$ cat config.mk
export PLATFORM = sky130hd
export DESIGN_NAME = url_authority_host_port_parser_unit
export DESIGN_NICKNAME = d
export VERILOG_FILES = /design/src/rtl/uahp_pkg.sv /design/src/rtl/uahp_cfg.sv /design/src/rtl/uahp_parse.sv /design/src/rtl/url_authority_host_port_parser_unit.sv
export SDC_FILE = /design/constraint.sdc
export NUM_CORES = 1
export LEC_CHECK = 0
export ABC_AREA = 1
export BUFFER_PORTS_ARGS = -buffer_cell sky130_fd_sc_hd__buf_2
export CAP_MARGIN = 20
export CORE_UTILIZATION = 57
export CTS_CLUSTER_DIAMETER = 40
export DETAILED_ROUTE_END_ITERATION = 7
export PLACE_DENSITY = 0.79
export SLEW_MARGIN = 20
export SYNTH_ARGS = -nofsm -noshare
export SYNTH_HDL_FRONTEND = slang
export SYNTH_SLANG_ARGS = --single-unit
$ cat constraint.sdc
create_clock -name clk_i -period 6.56 [get_ports clk_i]
set_input_delay 0.328 -clock clk_i [delete_from_list [all_inputs] [get_ports clk_i]]
set_output_delay 0.328 -clock clk_i [all_outputs]
set_load 0.1 [all_outputs]
$ cat src/rtl/uahp_pkg.sv
// shared types and constants for the url authority host/port parser
package uahp_pkg;

  // url capacity in bytes and the widths that follow from it
  localparam int unsigned MAX_URL_LEN = 256;
  localparam int unsigned POS_W       = $clog2(MAX_URL_LEN + 1);
  localparam int unsigned IDX_W       = $clog2(MAX_URL_LEN);

  localparam int unsigned ACC_W  = 17;
  localparam int unsigned MUL_W  = ACC_W + 4;
  localparam int unsigned DATA_W = 32;
  localparam int unsigned ADDR_W = 3;

  localparam logic [ACC_W-1:0] PORT_SAT = 17'd65536;
  localparam logic [ACC_W-1:0] PORT_MAX = 17'd65535;

  localparam logic [15:0] DEFAULT_PORT_RST  = 16'd8123;
  localparam logic [7:0]  MAX_HOST_SIZE_RST = 8'd64;

  // register index, taken from paddr[2]
  localparam logic REG_DEFAULT_PORT  = 1'b0;
  localparam logic REG_MAX_HOST_SIZE = 1'b1;

  // characters of interest
  localparam logic [7:0] CH_NUL   = 8'h00;
  localparam logic [7:0] CH_TAB   = 8'h09;
  localparam logic [7:0] CH_CR    = 8'h0D;
  localparam logic [7:0] CH_SPACE = 8'h20;
  localparam logic [7:0] CH_PLUS  = 8'h2B;
  localparam logic [7:0] CH_MINUS = 8'h2D;
  localparam logic [7:0] CH_SLASH = 8'h2F;
  localparam logic [7:0] CH_ZERO  = 8'h30;
  localparam logic [7:0] CH_NINE  = 8'h39;
  localparam logic [7:0] CH_COLON = 8'h3A;
  localparam logic [7:0] CH_AT    = 8'h40;

  typedef enum logic [1:0] {
    SCH_NONE,
    SCH_COLON,
    SCH_SLASH
  } scheme_e;

  typedef enum logic [1:0] {
    PH_WAIT,
    PH_SIGN,
    PH_DIGITS,
    PH_STOP
  } phase_e;

  typedef struct packed {
    logic [POS_W-1:0] pos;
    logic             ended;
    logic             ovf;
    scheme_e          stage;
    logic             found;
    logic             closed;
    logic [IDX_W-1:0] aend;
    logic [POS_W-1:0] hbeg;
    logic             colon;
    logic [IDX_W-1:0] cidx;
    logic [ACC_W-1:0] acc;
    phase_e           phase;
  } parse_t;

  typedef struct packed {
    logic        ok;
    logic [7:0]  host_start;
    logic [7:0]  host_chars;
    logic [15:0] port;
  } res_t;

  typedef struct packed {
    logic [15:0] default_port;
    logic [7:0]  max_host_size;
  } cfg_t;

endpackage

$ cat src/rtl/uahp_cfg.sv
// apb register file: default port and host buffer size
module uahp_cfg (
  input  logic                          clk_i,
  input  logic                          rst_ni,
  input  logic                          psel,
  input  logic                          penable,
  input  logic                          pwrite,
  input  logic [uahp_pkg::ADDR_W-1:0]   paddr,
  input  logic [uahp_pkg::DATA_W-1:0]   pwdata,
  output logic [uahp_pkg::DATA_W-1:0]   prdata,
  output logic                          pready,
  output uahp_pkg::cfg_t                cfg_o
);
  import uahp_pkg::*;

  logic [15:0] default_port_q, default_port_d;
  logic [7:0]  max_host_size_q, max_host_size_d;
  logic        wr_en;
  logic        reg_sel;

  assign pready  = 1'b1;
  assign wr_en   = psel & penable & pwrite;
  assign reg_sel = paddr[2];

  always_comb begin
    default_port_d  = default_port_q;
    max_host_size_d = max_host_size_q;
    if (wr_en) begin
      case (reg_sel)
        REG_DEFAULT_PORT:  default_port_d  = pwdata[15:0];
        REG_MAX_HOST_SIZE: max_host_size_d = pwdata[7:0];
        default: ;
      endcase
    end
  end

  always_ff @(posedge clk_i or negedge rst_ni) begin
    if (!rst_ni) begin
      default_port_q  <= DEFAULT_PORT_RST;
      max_host_size_q <= MAX_HOST_SIZE_RST;
    end else begin
      default_port_q  <= default_port_d;
      max_host_size_q <= max_host_size_d;
    end
  end

  always_comb begin
    case (reg_sel)
      REG_DEFAULT_PORT:  prdata = DATA_W'(default_port_q);
      REG_MAX_HOST_SIZE: prdata = DATA_W'(max_host_size_q);
      default:           prdata = '0;
    endcase
  end

  assign cfg_o.default_port  = default_port_q;
  assign cfg_o.max_host_size = max_host_size_q;

endmodule

$ cat src/rtl/uahp_parse.sv
// parse state registers, per-byte update and result formation
module uahp_parse (
  input  logic           clk_i,
  input  logic           rst_ni,
  input  logic           step_i,
  input  logic [7:0]     ch_i,
  input  logic           last_i,
  input  uahp_pkg::cfg_t cfg_i,
  output uahp_pkg::res_t res_o
);
  import uahp_pkg::*;

  parse_t           st_q, st_d, nx;
  logic             is_digit, is_space;
  logic [MUL_W-1:0] acc_mul;
  logic [POS_W-1:0] pos_inc;
  logic [IDX_W-1:0] cur_idx;
  logic [POS_W-1:0] host_end;
  logic [POS_W-1:0] len;

  assign is_digit = (ch_i >= CH_ZERO) && (ch_i <= CH_NINE);
  assign is_space = (ch_i == CH_SPACE) || ((ch_i >= CH_TAB) && (ch_i <= CH_CR));
  assign acc_mul  = (MUL_W'(st_q.acc) << 3) + (MUL_W'(st_q.acc) << 1)
                  + MUL_W'(ch_i - CH_ZERO);
  assign pos_inc  = st_q.pos + 1'b1;
  assign cur_idx  = st_q.pos[IDX_W-1:0];

  // next parse state for one byte
  always_comb begin
    nx = st_q;
    if (!st_q.ended && !st_q.ovf) begin
      if (ch_i == CH_NUL) begin
        nx.ended = 1'b1;
      end else if (32'(st_q.pos) >= MAX_URL_LEN) begin
        nx.ovf = 1'b1;
      end else begin
        nx.pos = pos_inc;
        if (!st_q.found && st_q.stage == SCH_SLASH && ch_i == CH_SLASH) begin
          // "://" complete: authority restarts after it
          nx.found  = 1'b1;
          nx.stage  = SCH_NONE;
          nx.closed = 1'b0;
          nx.aend   = '0;
          nx.hbeg   = pos_inc;
          nx.colon  = 1'b0;
          nx.cidx   = '0;
          nx.acc    = '0;
          nx.phase  = PH_WAIT;
        end else begin
          if (!st_q.found) begin
            if (ch_i == CH_COLON) begin
              nx.stage = SCH_COLON;
            end else if (st_q.stage == SCH_COLON && ch_i == CH_SLASH) begin
              nx.stage = SCH_SLASH;
            end else begin
              nx.stage = SCH_NONE;
            end
          end
          if (!st_q.closed) begin
            if (ch_i == CH_SLASH) begin
              nx.closed = 1'b1;
              nx.aend   = cur_idx;
            end else if (ch_i == CH_AT) begin
              nx.hbeg  = pos_inc;
              nx.colon = 1'b0;
              nx.acc   = '0;
              nx.phase = PH_WAIT;
            end else if (ch_i == CH_COLON) begin
              nx.colon = 1'b1;
              nx.cidx  = cur_idx;
              nx.acc   = '0;
              nx.phase = PH_WAIT;
            end else if (st_q.colon && st_q.phase != PH_STOP) begin
              // atoi-style port digits
              if (is_digit) begin
                nx.acc   = (acc_mul > MUL_W'(PORT_SAT)) ? PORT_SAT : acc_mul[ACC_W-1:0];
                nx.phase = PH_DIGITS;
              end else if (st_q.phase == PH_WAIT && is_space) begin
                nx.phase = PH_WAIT;
              end else if (st_q.phase == PH_WAIT && ch_i == CH_PLUS) begin
                nx.phase = PH_SIGN;
              end else begin
                if (st_q.phase != PH_DIGITS) nx.acc = '0;
                nx.phase = PH_STOP;
              end
            end
          end
        end
      end
    end
  end

  // result from the updated state
  always_comb begin
    if (nx.colon) begin
      host_end = POS_W'(nx.cidx);
    end else if (nx.closed) begin
      host_end = POS_W'(nx.aend);
    end else begin
      host_end = nx.pos;
    end
    len = (host_end >= nx.hbeg) ? (host_end - nx.hbeg) : '0;

    res_o.ok = !nx.ovf && (len != '0) && (32'(len) < 32'(cfg_i.max_host_size));
    res_o.host_start = res_o.ok ? 8'(32'(nx.hbeg)) : 8'd0;
    if (!res_o.ok) begin
      res_o.host_chars = 8'd0;
    end else if (32'(len) > 32'd255) begin
      res_o.host_chars = 8'd255;
    end else begin
      res_o.host_chars = 8'(32'(len));
    end
    if (!nx.ovf && nx.colon && (nx.acc != '0) && (nx.acc <= PORT_MAX)) begin
      res_o.port = nx.acc[15:0];
    end else begin
      res_o.port = cfg_i.default_port;
    end
  end

  always_comb begin
    st_d = st_q;
    if (step_i) begin
      st_d = last_i ? '0 : nx;
    end
  end

  always_ff @(posedge clk_i or negedge rst_ni) begin
    if (!rst_ni) begin
      st_q <= '0;
    end else begin
      st_q <= st_d;
    end
  end

endmodule

$ cat src/rtl/url_authority_host_port_parser_unit.sv
// top level: input register, parser and result register
// Takes one url byte per cycle and emits one result for each byte marked last. An accepted
// byte is held in the input register, where the parse state is updated by a single
// pass of compare and add logic; a last byte then loads the result register, from which
// the result is offered. Throughput is one byte per cycle while input stall is low;
// input stall rises only while a last byte waits for a result register that is still held
// by output stall. Registers may be written over apb only while no url is in progress.
module url_authority_host_port_parser_unit (
  input  logic                          clk_i,
  input  logic                          rst_ni,
  input  logic                          psel,
  input  logic                          penable,
  input  logic                          pwrite,
  input  logic [uahp_pkg::ADDR_W-1:0]   paddr,
  input  logic [uahp_pkg::DATA_W-1:0]   pwdata,
  output logic [uahp_pkg::DATA_W-1:0]   prdata,
  output logic                          pready,
  input  logic                          in_valid_i,
  output logic                          in_stall_o,
  input  logic [7:0]                    ch_i,
  input  logic                          last_i,
  output logic                          out_valid_o,
  input  logic                          out_stall_i,
  output logic                          ok_o,
  output logic [7:0]                    host_start_o,
  output logic [7:0]                    host_chars_o,
  output logic [15:0]                   port_o
);
  import uahp_pkg::*;

  cfg_t       cfg;
  res_t       res;
  logic       s1_valid_q, s1_valid_d;
  logic [7:0] s1_ch_q;
  logic       s1_last_q;
  logic       s1_fire;
  logic       out_valid_q, out_valid_d;
  res_t       out_q;

  uahp_cfg u_cfg (
    .clk_i   (clk_i),
    .rst_ni  (rst_ni),
    .psel    (psel),
    .penable (penable),
    .pwrite  (pwrite),
    .paddr   (paddr),
    .pwdata  (pwdata),
    .prdata  (prdata),
    .pready  (pready),
    .cfg_o   (cfg)
  );

  uahp_parse u_parse (
    .clk_i  (clk_i),
    .rst_ni (rst_ni),
    .step_i (s1_fire),
    .ch_i   (s1_ch_q),
    .last_i (s1_last_q),
    .cfg_i  (cfg),
    .res_o  (res)
  );

  // a last byte needs a free result register
  assign s1_fire    = s1_valid_q & (~s1_last_q | ~out_valid_q | ~out_stall_i);
  assign in_stall_o = s1_valid_q & ~s1_fire;

  always_comb begin
    s1_valid_d = s1_valid_q;
    if (!in_stall_o) s1_valid_d = in_valid_i;
  end

  always_comb begin
    out_valid_d = out_valid_q;
    if (s1_fire && s1_last_q) begin
      out_valid_d = 1'b1;
    end else if (!out_stall_i) begin
      out_valid_d = 1'b0;
    end
  end

  always_ff @(posedge clk_i or negedge rst_ni) begin
    if (!rst_ni) begin
      s1_valid_q  <= 1'b0;
      out_valid_q <= 1'b0;
    end else begin
      s1_valid_q  <= s1_valid_d;
      out_valid_q <= out_valid_d;
    end
  end

  always_ff @(posedge clk_i) begin
    if (in_valid_i && !in_stall_o) begin
      s1_ch_q   <= ch_i;
      s1_last_q <= last_i;
    end
    if (s1_fire && s1_last_q) begin
      out_q <= res;
    end
  end

  assign out_valid_o  = out_valid_q;
  assign ok_o         = out_q.ok;
  assign host_start_o = out_q.host_start;
  assign host_chars_o = out_q.host_chars;
  assign port_o       = out_q.port;

endmodule
# After elaboration in Yosys (flattened, before gate mapping)

Index checks and enable logic that the tools add are counted.

Register bits after elaboration: 128
Input port bits: 51
Output and inout port bits: 68
Word-level logic and storage cells: 138

$add $sub $neg: 5
Magnitude comparators: 10
Equality and inequality tests: 15
Mux-type cells: 39
Bitwise gates (word level): 11
Reduce and logical (&&, ||, !) cells: 36

Operators by type and width:

| kind                                                                                | count |
|---|---|
| 60-bit 2-to-1 mux                                                                   | 2 |
| 46-bit 2-to-1 mux                                                                   | 2 |
| 19-bit 2-to-1 mux                                                                   | 4 |
| 9-bit 2-to-1 mux                                                                    | 8 |
| 17-bit 2-to-1 mux                                                                   | 4 |
| 32-bit case mux with 2 select lines                                                 | 1 |
| 50-bit 2-to-1 mux                                                                   | 1 |
| 49-bit 2-to-1 mux                                                                   | 1 |
| 37-bit 2-to-1 mux                                                                   | 1 |
| 8-bit by 6-bit == test with 1-bit output (second input constant)                    | 4 |
| 20-bit by 18-bit adder with 21-bit output                                           | 1 |
| 21-bit adder                                                                        | 1 |
| 21-bit by 17-bit greater-than comparator with 1-bit output (second input constant)  | 1 |
| 17-bit by 16-bit less-or-equal comparator with 1-bit output (second input constant) | 1 |
| 17-bit nonzero test                                                                 | 1 |
| 1-bit logical AND                                                                   | 16 |
| 16-bit 2-to-1 mux                                                                   | 1 |
| 8-bit 2-to-1 mux                                                                    | 2 |
| 2-bit 2-to-1 mux                                                                    | 6 |
| 5-bit AND reduction                                                                 | 2 |
| 9-bit by 1-bit adder with 9-bit output (second input constant)                      | 1 |
| 9-bit >= comparator                                                                 | 1 |
| 9-bit >= comparator (second input constant)                                         | 1 |
| 9-bit by 8-bit greater-than comparator with 1-bit output (second input constant)    | 1 |
| other kinds (27)                                                                    | 52 |

# Longest topological paths before layout

Word-level depth: 22
Gate-level depth with buffers: 42
Gate-level depth less buffers: 40

# Hierarchy

Synthesis repeated with hierarchy kept, for this count alone.

Cells, all modules: 1343
Area total of the unflattened synthesis: 9730.6 um2

Modules (own cells, without submodules):

| module                              | instances | cells an instance | area each (um2) | seq. area each (um2) |
|---|---|---|---|---|
| uahp_parse                          | 1         | 1118              | 7030.5          | 1501.4 |
| url_authority_host_port_parser_unit | 1         | 56                | 1367.6          | 1311.3 |
| uahp_cfg                            | 1         | 169               | 1332.5          | 615.6 |

# Worst setup path after synthesis

No wires, ideal clock.

Path kind: flip-flop to flip-flop
Start: register s1_ch_q[4]
End: register out_q (netlist bit host_start_o[1]), data pin
Library setup time: 0.274 ns
Data arrival time: 5.107 ns
Required time: 6.286 ns
Slack: 1.180 ns
Cell stages (with the launch flop): 39
Buffers on the path: 2
Clock period less this slack: 5.380 ns
Cells stage by stage: edfxtp_1 -> inv_1 -> ha_1 -> nand2_1 -> nor3_2 -> inv_1 -> nor4_1 -> inv_1 -> nor2_1 -> a211oi_1 -> buf_2 -> o211ai_1 -> o21ai_0 -> ha_1 -> a21oi_1 -> nand2_1 -> nand2_1 -> nand2_1 -> [... 3 more ...] -> o21bai_1 -> nand2_1 -> nand3_1 -> a21oi_1 -> clkinv_1 -> nand2_1 -> inv_1 -> ha_1 -> inv_1 -> o31ai_1 -> inv_1 -> nand2_1 -> nand2_1 -> nand2_1 -> nand2_1 -> nand2_1 -> buf_4 -> nor2_1

Longest elaborated chain between the ends: 15
Elaborated cells between the ends (all ways): 27
Those cells by class: add/sub: 1; order compare: 2; eq/ne: 3; mux: 15; reduce/logical: 6

RTL lines:

| what                                                                     | RTL line                                  | text |
|---|---|---|
| start: declaration                                                       | url_authority_host_port_parser_unit.sv:34 | `logic [7:0] s1_ch_q;` |
| start signal: assignment                                                 | url_authority_host_port_parser_unit.sv:93 | `s1_ch_q <= ch_i;` |
| 8-bit by 6-bit == test with 1-bit output                                 | uahp_parse.sv:68                          | `end else if (ch_i == CH_COLON) begin` |
| 9-bit 2-to-1 mux                                                         | uahp_parse.sv:68                          |  |
| 8-bit 2-to-1 mux / 1-bit 2-to-1 mux (equally long branches)              | uahp_parse.sv:63                          | `end else if (ch_i == CH_AT) begin` |
| 37-bit 2-to-1 mux                                                        | uahp_parse.sv:60                          | `if (ch_i == CH_SLASH) begin` |
| 46-bit 2-to-1 mux                                                        | uahp_parse.sv:59                          | `if (!st_q.closed) begin` |
| 46-bit 2-to-1 mux                                                        | uahp_parse.sv:38                          | `if (!st_q.found && st_q.stage == SCH_SLASH && ch_i == CH_SLASH) begin` |
| 49-bit 2-to-1 mux                                                        | uahp_parse.sv:34                          | `end else if (32'(st_q.pos) >= MAX_URL_LEN) begin` |
| 50-bit 2-to-1 mux                                                        | uahp_parse.sv:32                          | `if (ch_i == CH_NUL) begin` |
| 60-bit 2-to-1 mux (*)                                                    | uahp_parse.sv:31                          | `if (!st_q.ended && !st_q.ovf) begin` |
| parallel branches: the longest is 6 deep, another holds 9-bit subtractor | -                                         |  |
| end signal: assignment                                                   | url_authority_host_port_parser_unit.sv:97 | `out_q <= res;` |
| end: declaration                                                         | url_authority_host_port_parser_unit.sv:38 | `res_t out_q;` |

Mark *: on every way between the ends. The select of a mux whose other input is x is not followed.
A chain may end at the register's enable or synchronous reset.

# Worst setup path after layout

Start: register s1_ch_q[4]
End: register out_q (netlist bit host_start_o[3]), data pin

The elaborated chain is that of the path after synthesis.

==> metrics.txt <==
GR Util met3=4.96%; antenna fix cells=0; gr usage total=between 20% and 30%; Hold Startpoint=last_i; routability cong.=a little over 0.9; Avg Inst Size Synth=~7.2 µm²; Cells after Synth=1334; fill cell count=1445; simple-gate share of the synthesized area=28.8%; Logic pwr share=37.1%; area of the core=about 17000 µm²; Clock power frac=30.5%; Setup Crit Path Kind=reg2reg; Synth-to-Final Area Change=11.9%; Global Route met2 Usage=49.3%; Adder-Cell Fraction of Synth Area=9.27%; status=complete, no violations; Slew HR=32.5%; share of synthesized registers carrying an async set or reset=67.2%; global-route wire length before repair=41000 µm; io pins=119; drt drc=0; R2R cell count=40; worst min path class=in2reg; fin. max-slew vios=0; wire per inst=between 10 and 15 µm; DR vias=between 9000 and 10000; Tcrit/Tclk final=between 80% and 90%; GRT overflow=0; Crit. End Element=flop; Fin Hold WS=0.0844 ns; worst-path maximum fanout=17; peak supply drop=~230 µV; crit-path max cell delay=0.38 ns; Crit Reg-Reg Endpoint=host_start_o[3]; Synth Register Bits=128; Post-Route Setup TNS=0 ns; Hold EP=s1_last_q; WHS Path Cells=1; Startpoint Class=flop; Fin. Hold Viols=0; die width=132 µm; row count=47; Post-Place Cells=~1600; crit path time final=5.86 ns; global route hottest layer=met2; Starting Density=58.1%; ratio of cells with drive above 1 in the final layout=~15%; Crit path required time=approximately 6.7 ns; Unique masters post-synth=52; die height=132 µm; cell taking the most area after synthesis=dfrtp_1; number of global-route vias before repair=8643; compound-gate portion of the synthesized area=~14%; largest family of logic cells by synthesized area=simple AND/OR/NAND/NOR gates; most frequent cells in the layout=354 x nand2_1, 182 x inv_1, 132 x nor2_1, 93 x a21oi_1, 91 x o21ai_0; fin util=65.1%; Detailed Route Iter0 Violations=840; Crit Reg-Reg Startpoint=s1_ch_q[4]; placed instance area=10100 µm²; fin nets=1527; max cap viols=0; worst setup margin=0.699 ns; internal power=1.74 mW; main flop type after synthesis=dfrtp_1; share of the synthesized area in the top cell type=~19%; mapped cell area=9610 µm²; DP Worst Slack=0.342 ns; clk_lat worst skew=0.43 ns; clock buffer count from CTS=17; fmax=171 MHz; sequential-to-total area share from yosys stat=35.7%; EDFF count, synth=42; Synth area leaders=dfrtp_1 19%, nand2_1 14%, edfxtp_1 13%; FF+latch area=3430 µm²; CP max-delay cell=edfxtp_1; sw frac=42.0%; Max Root-Sink Buffers=2; Ys Warns=0; Final Non-Filler Cells=1648; power density over the cells=279 nW/µm²; CTS tree=built; largest net degree at the start of global routing=48; # setup viols final=0; Worst Tran Pin Value=1.01 ns; CP dominant cell by count=nand2_1; routed vias/inst=5.54; Reg power frac=32.4%; Port Buffers=83; origin of the worst setup path=s1_ch_q[4]; CP arrival=6.03 ns; Finished Cell Area=10800 µm²; DR pass1 iterations=6; initial antenna violation count=0; Worst R2R Setup Slack=~0.70 ns; Clock Skew=approximately 0.014 ns; mux contribution to synthesized area=0%; die area=17400 µm²; Root Driver=clkbuf_16; CTS sink count=128; met1 usage=38.2%; clock transition at the registers of the reported paths=0.06 ns; P_leak=5.41 nW; multi-input combinational cell area=roughly 5200 µm²; xor/xnor share of the synthesized area=under 10%; DP HPWL=17900 µm; Tot Pwr=3.00 mW; antenna viol nets, final=0; CTS HTree Levels=4; commonest non-fill, non-tap cell in the layout=nand2_1; DRT Wirelength=between 20000 and 25000 µm; P_sw=between 1 and 1.5 mW
per-layer routing:
metal	wire length (µm)	up-vias
met5	0	-
met4	560	0
met3	1570	54
met2	11900	390
met1	10600	4211
li1	-	4476
registers in the layout (all words and copies together) (netlist names):
register / count
u_parse.st_q: 52
port_o: 16
u_cfg.default_port_q: 16
host_chars_o: 8
host_start_o: 8
s1_ch_q: 8
u_cfg.max_host_size_q: 8
u_parse.cur_idx: 8
ok_o: 1
out_valid_o: 1
s1_last_q: 1
s1_valid_q: 1
how the worst max path moves through the flow:
stage | depth (start not counted) | slack, ns | to
final | 40 | 0.70 | host_start_o[3]
after global placement | 39 | 0.63 | host_start_o[1]
after floorplan | 38 | 1.18 | host_start_o[1]
after CTS | 39 | 0.29 | host_start_o[3]
after detailed placement | 37 | 0.34 | host_start_o[3]
after global routing | 39 | -0.05 | host_start_o[3]
cell families after synthesis:
group,after synthesis
AO/OA/AOI/OAI,248
XOR/XNOR,11
adder cells (fa/ha/maj),61
buffers and inverters,246
flip-flops,128
other,2
AND/OR/NAND/NOR,638
synthesized netlist by cell type (30+ instances only):
cell type and number:
nand2_1 355, inv_1 183, nor2_1 132, a21oi_1 93, o21ai_0 92, dfrtp_1 74
nand3_1 61, ha_1 44, edfxtp_1 42, nand2_2 32, o22ai_1 30
power by group through the flow:
stage | Combinational [mW] | Clock [mW] | Sequential, mW
6_report | 1.11 | 0.914 | 0.971
3_5_place_dp | 1.08 | 0 | 0.984
3_3_place_gp | 1.04 | 0 | 0.982
4_1_cts | 1.09 | 0.920 | 0.971
5_1_grt | 1.21 | 0.956 | 0.979
2_1_floorplan | 0.702 | 0 | 1.18
final cells by class:
cell class | instances | area share (%)
tap | 220 | 2.56
sequential | 128 | 31.9
clock buffer | 19 | 4.32
inverter | 189 | 6.60
multi-input combinational | 975 | 48.3
clock inverter | 13 | 1.01
timing repair buffer | 104 | 5.38
worst max-delay path, delay by kind of cell, from the launching register on:
| kind | cells | cell delay [ns] |
|---|---|---|
| AND/OR/NAND/NOR | 20 | 2.14 |
| buffers and inverters | 11 | 1.36 |
| AO/OA/AOI/OAI | 6 | 0.91 |
| adder cells (fa/ha/maj) | 3 | 0.80 |
| flip-flops | 1 | 0.38 |
repair_timing:
action	in CTS	in global routing
hold endpoints to repair	39	0
setup endpoints to repair	0	17
buffers inserted	0	2
hold buffers	1	0
resized for setup	0	5
Power figures use the tool's default switching activity.
